### src/hw/rtl/bfps_pkg.sv
// Shared types and constants for the byte FIFO with peek and skip.
// No dependencies; used by every module of the block.
`default_nettype none

package bfps_pkg;

    localparam int unsigned DEPTH_DEF   = 4096;
    localparam int unsigned MAX_RUN_DEF = 64;
    localparam int unsigned Q_DEPTH     = 2;

    localparam int unsigned BYTE_W = 8;
    localparam int unsigned LEN_W  = 7;
    localparam int unsigned CNT_W  = 7;

    typedef enum logic [1:0] {
        OP_PUT  = 2'd0,
        OP_GET  = 2'd1,
        OP_PEEK = 2'd2,
        OP_SKIP = 2'd3
    } bfps_op_t;

    typedef struct packed {
        bfps_op_t            op;
        logic [BYTE_W-1:0]   data;
        logic [LEN_W-1:0]    len;
    } bfps_item_t;

endpackage

`default_nettype wire

### src/hw/rtl/bfps_queue.sv
// Short command queue between front end and back end.
// Depends on bfps_pkg.
`default_nettype none

module bfps_queue (
    input  wire logic                  clk,
    input  wire logic                  rst_n,
    input  wire logic                  push,
    input  wire bfps_pkg::bfps_item_t  push_item,
    input  wire logic                  pop,
    output logic                       full,
    output logic                       empty,
    output bfps_pkg::bfps_item_t       head
);

    localparam int unsigned QAW = $clog2(bfps_pkg::Q_DEPTH);
    localparam int unsigned QCW = $clog2(bfps_pkg::Q_DEPTH + 1);
    localparam logic [QAW-1:0] PTR_LAST = QAW'(bfps_pkg::Q_DEPTH - 1);
    localparam logic [QCW-1:0] CNT_FULL = QCW'(bfps_pkg::Q_DEPTH);

    bfps_pkg::bfps_item_t entries [bfps_pkg::Q_DEPTH];
    logic [QAW-1:0] wp_reg, wp_next;
    logic [QAW-1:0] rp_reg, rp_next;
    logic [QCW-1:0] cnt_reg, cnt_next;

    always_comb
    begin
        full     = (cnt_reg == CNT_FULL);
        empty    = (cnt_reg == '0);
        head     = entries[rp_reg];
        wp_next  = wp_reg;
        rp_next  = rp_reg;
        cnt_next = cnt_reg;
        if (push)
        begin
            wp_next = (wp_reg == PTR_LAST) ? '0 : wp_reg + 1'b1;
        end
        if (pop)
        begin
            rp_next = (rp_reg == PTR_LAST) ? '0 : rp_reg + 1'b1;
        end
        if (push && !pop)
        begin
            cnt_next = cnt_reg + 1'b1;
        end
        else if (pop && !push)
        begin
            cnt_next = cnt_reg - 1'b1;
        end
    end

    always_ff @(posedge clk or negedge rst_n)
    begin
        if (!rst_n)
        begin
            wp_reg  <= '0;
            rp_reg  <= '0;
            cnt_reg <= '0;
        end
        else
        begin
            wp_reg  <= wp_next;
            rp_reg  <= rp_next;
            cnt_reg <= cnt_next;
        end
    end

    always_ff @(posedge clk)
    begin
        if (push)
        begin
            entries[wp_reg] <= push_item;
        end
    end

endmodule

`default_nettype wire

### config.mk
export PLATFORM = sky130hd
export DESIGN_NAME = bfps_queue
export DESIGN_NICKNAME = d
export VERILOG_FILES = /design/src/hw/rtl/bfps_pkg.sv /design/src/hw/rtl/bfps_queue.sv
export SDC_FILE = /design/constraint.sdc
export NUM_CORES = 1
export LEC_CHECK = 0
export ABC_CLOCK_PERIOD_IN_PS = 3200
export BUFFER_PORTS_ARGS = -buffer_cell sky130_fd_sc_hd__buf_2
export CAP_MARGIN = 20
export CORE_MARGIN = 4
export CORE_UTILIZATION = 35
export DETAILED_ROUTE_END_ITERATION = 12
export GPL_TIMING_DRIVEN = 0
export PLACE_DENSITY = 0.66
export SLEW_MARGIN = 20
export SYNTH_ARGS = -nofsm -noshare
export SYNTH_HDL_FRONTEND = slang
export SYNTH_SLANG_ARGS = --single-unit
### constraint.sdc
create_clock -name clk -period 3.2 [get_ports clk]
set_input_delay 0.16 -clock clk [delete_from_list [all_inputs] [get_ports clk]]
set_output_delay 0.16 -clock clk [all_outputs]
set_load 0.05 [all_outputs]
==> results.toml <==
[sta]
hold_slack_ps = 65.6
min_period_ps = 1620
finalWorstSetupSlack_ps = 1580
tightestPinTransition_ps = 786
slew_viol_final = 0
clock.fmax_ghz = 0.616
rsz0062_at_grt = "no"
final_hold_viol_count = 0
fin_skew_ps = 4.58
finalCritPeriodShare_pct = 50.8
relSlewSlack_pct = 47.6
setup_viol = 0
setup_tns_ps = 0

[yosys]
syn_area_um2 = 1460
synth_area_leaders = "edfxtp_1 (70%), mux2_4 (9.2%), dfrtp_1 (6.8%), mux2_2 (6.2%), xor2_1 (2.4%)"
synth_top_area_cell = "edfxtp_1"
synthMuxAreaShare_pct = 15.4
synth_warnings = 0
netlist.area_leader.share_pct = 69.7
synth_seq_cells = 38
synth_top_family_by_area = "multiplexers"
synthAdderAreaFrac_pct = 0.855
synth_xor_area_share_pct = 2.99
synth_cells = 69
ys_types = 13
synth_compound_area_share_pct = 0
syn_nets = 91
synth_seq_area_share_pct = 76.6
synthSimpleGateAreaFrac_pct = 1.79
synth_area_per_cell_um2 = 21.2

[finish]
area_delta_synth_final_pct = 26.7
diodes = 0
post-route-util_pct = 46.0
largest_reg_flops = 34
nets = 139
drive_gt1_share_pct = 57.6
fin_cells = 168

[global_routing]
track_usage_pct = 9.07
grt_max_degree = 18
antenna_found_initial = 0
grt_pass1_wl_um = 3520
gr-total-overflow = 0
grt_pass1_vias = 800

[power_and_ir_drop]
p_per_area_nw_per_um2 = 1030
power.leakage_uw = 0.000755
ir_drop_mv = 0.712

[clock_tree]
cts_made_buffers = 5
clk_latency_ps = 280
cts_tree = "yes"
h-tree-depth = 2
cts_sinks = 38
postCtsSetupBuffers = 0
root_buffer = "clkbuf_8"
path_clk_slew_ps = 70
ctsLongestPathBuffers = 2
ctsResizeCount = 0

[critical_path]
reg2reg_depth = 1
cp-end-kind = "primary output"
critical_path_class = "register to primary output"
worstPathRequired_ps = 3040
critPathMaxFanout = 10
arrival_ps = 1460
start_kind = "register"

[drt]
ant_nets = 0
drtPass1Iterations = 3
dr_total_vias = 751
drt_iter0_drc = 17
drc = 0
finalWirelength_um = 2270
wl_per_cell_um = 13.5
viasPerCell = 4.47

[placement]
pre_cts_slack_ps = 1730
routabilityCongestion = 0.746
hpwl_um = 1650
post-place-cells = 159
portBuffers = 39

[run_status]
outcome = "completed"

[min_path]
whs_path_depth = 1
min_path_type = "input port to register"

[die]
start_util_pct = 36.3
die_x_um = 72.7
dieArea_um2 = 5280
fp.coreArea_um2 = 4030
ioPinCount = 40
die_h_um = 72.7
num_rows = 23

[job]
maxCapViolations = 0
==> worst paths after layout <==
path	from	to	slack, ps
min in group asynchronous	rst_n	cnt_reg[0]$_DFFE_PN0P_	210
worst min register to register	cnt_reg[1]$_DFFE_PN0P_	cnt_reg[1]$_DFFE_PN0P_	500
max in group asynchronous	rst_n	cnt_reg[1]$_DFFE_PN0P_	2870
worst max register to register	wp_reg$_DFFE_PN0P_	entries[1][3]$_DFFE_PP_	1770
worst max-delay path	rp_reg$_DFFE_PN0P_	head[11]	1580
worst min-delay path	push_item[2]	entries[1][2]$_DFFE_PP_	70
==> power breakdown <==
part           leakage (µW)  total (µW)  switching, µW  internal (µW)
Sequential         0.000366         707           40.2            666
Combinational      0.000332         830            556            273
Clock             0.0000579         382            153            229
Total              0.000755        1920            749           1170
==> logic make-up (layout without fill, tap and decap cells) <==
logic type,count (synthesis),count (layout)
adders and majority gates,1,1
xor gates and xnor gates,5,5
and+or+nand+nor,5,5
buffers and inverters,3,52
muxes,17,17
DFF,38,38
==> critical path: stages (launching register included) <==
cell and delay, ps:
dfrtp_1 370, buf_6 150, buf_12 150, mux2_4 290
buf_2 210
==> cell usage in the layout (no fill, tap or decap), drive strengths merged <==
| cell type | synthesis | final |
|---|---|---|
| buf | 2 | 42 |
| edfxtp | 34 | 34 |
| mux2 | 17 | 17 |
| clkbuf | 0 | 5 |
| xor2 | 4 | 4 |
| dfrtp | 4 | 4 |
| nor2 | 2 | 2 |
| clkinv | 0 | 2 |
| nor2b | 2 | 2 |
| inv | 1 | 1 |
| and2 | 1 | 1 |
| xnor2 | 1 | 1 |
| ha | 1 | 1 |
| bufinv | 0 | 1 |
| dlygate4sd3 | 0 | 1 |
==> Yosys cell counts <==
cell       n
edfxtp_1  34
mux2_4     9
nor2b_1    2
buf_6      1
dfrtp_1    4
xor2_1     4
mux2_2     8
xnor2_1    1
ha_1       1
buf_12     1
nor2_1     2
inv_1      1
and2_1     1
==> repair_timing <==
item                                    4_1_cts  5_1_grt
endpoints found under the hold margin         4        0
endpoints found under the setup margin        0        0
hold buffers                                  1        0
==> routing by layer <==
metal  track usage (%)  routed length (µm)
met4              4.30                  25
met3              3.17                 155
met5                 0                   0
met1              9.38                 874
met2              16.2                1220
==> stage by stage <==
stage	area, µm²	power [µW]
final	1850	1920
after detailed placement	1740	1560
after CTS	1850	1950
after global placement	1720	1540
after floorplan	1460	1390
after global routing	1850	2010
==> layout make-up <==
class / count / area, µm²
sequential: 38 / 1120
clock inverter: 3 / 40.0
multi-input combinational: 28 / 310
clock buffer: 5 / 68.8
timing repair buffer: 41 / 216
inverter: 1 / 3.75
tap: 50 / 62.6
buffer: 2 / 31.3
fill: 367 / 2170
No activity file was read; power rests on OpenSTA's default activity.
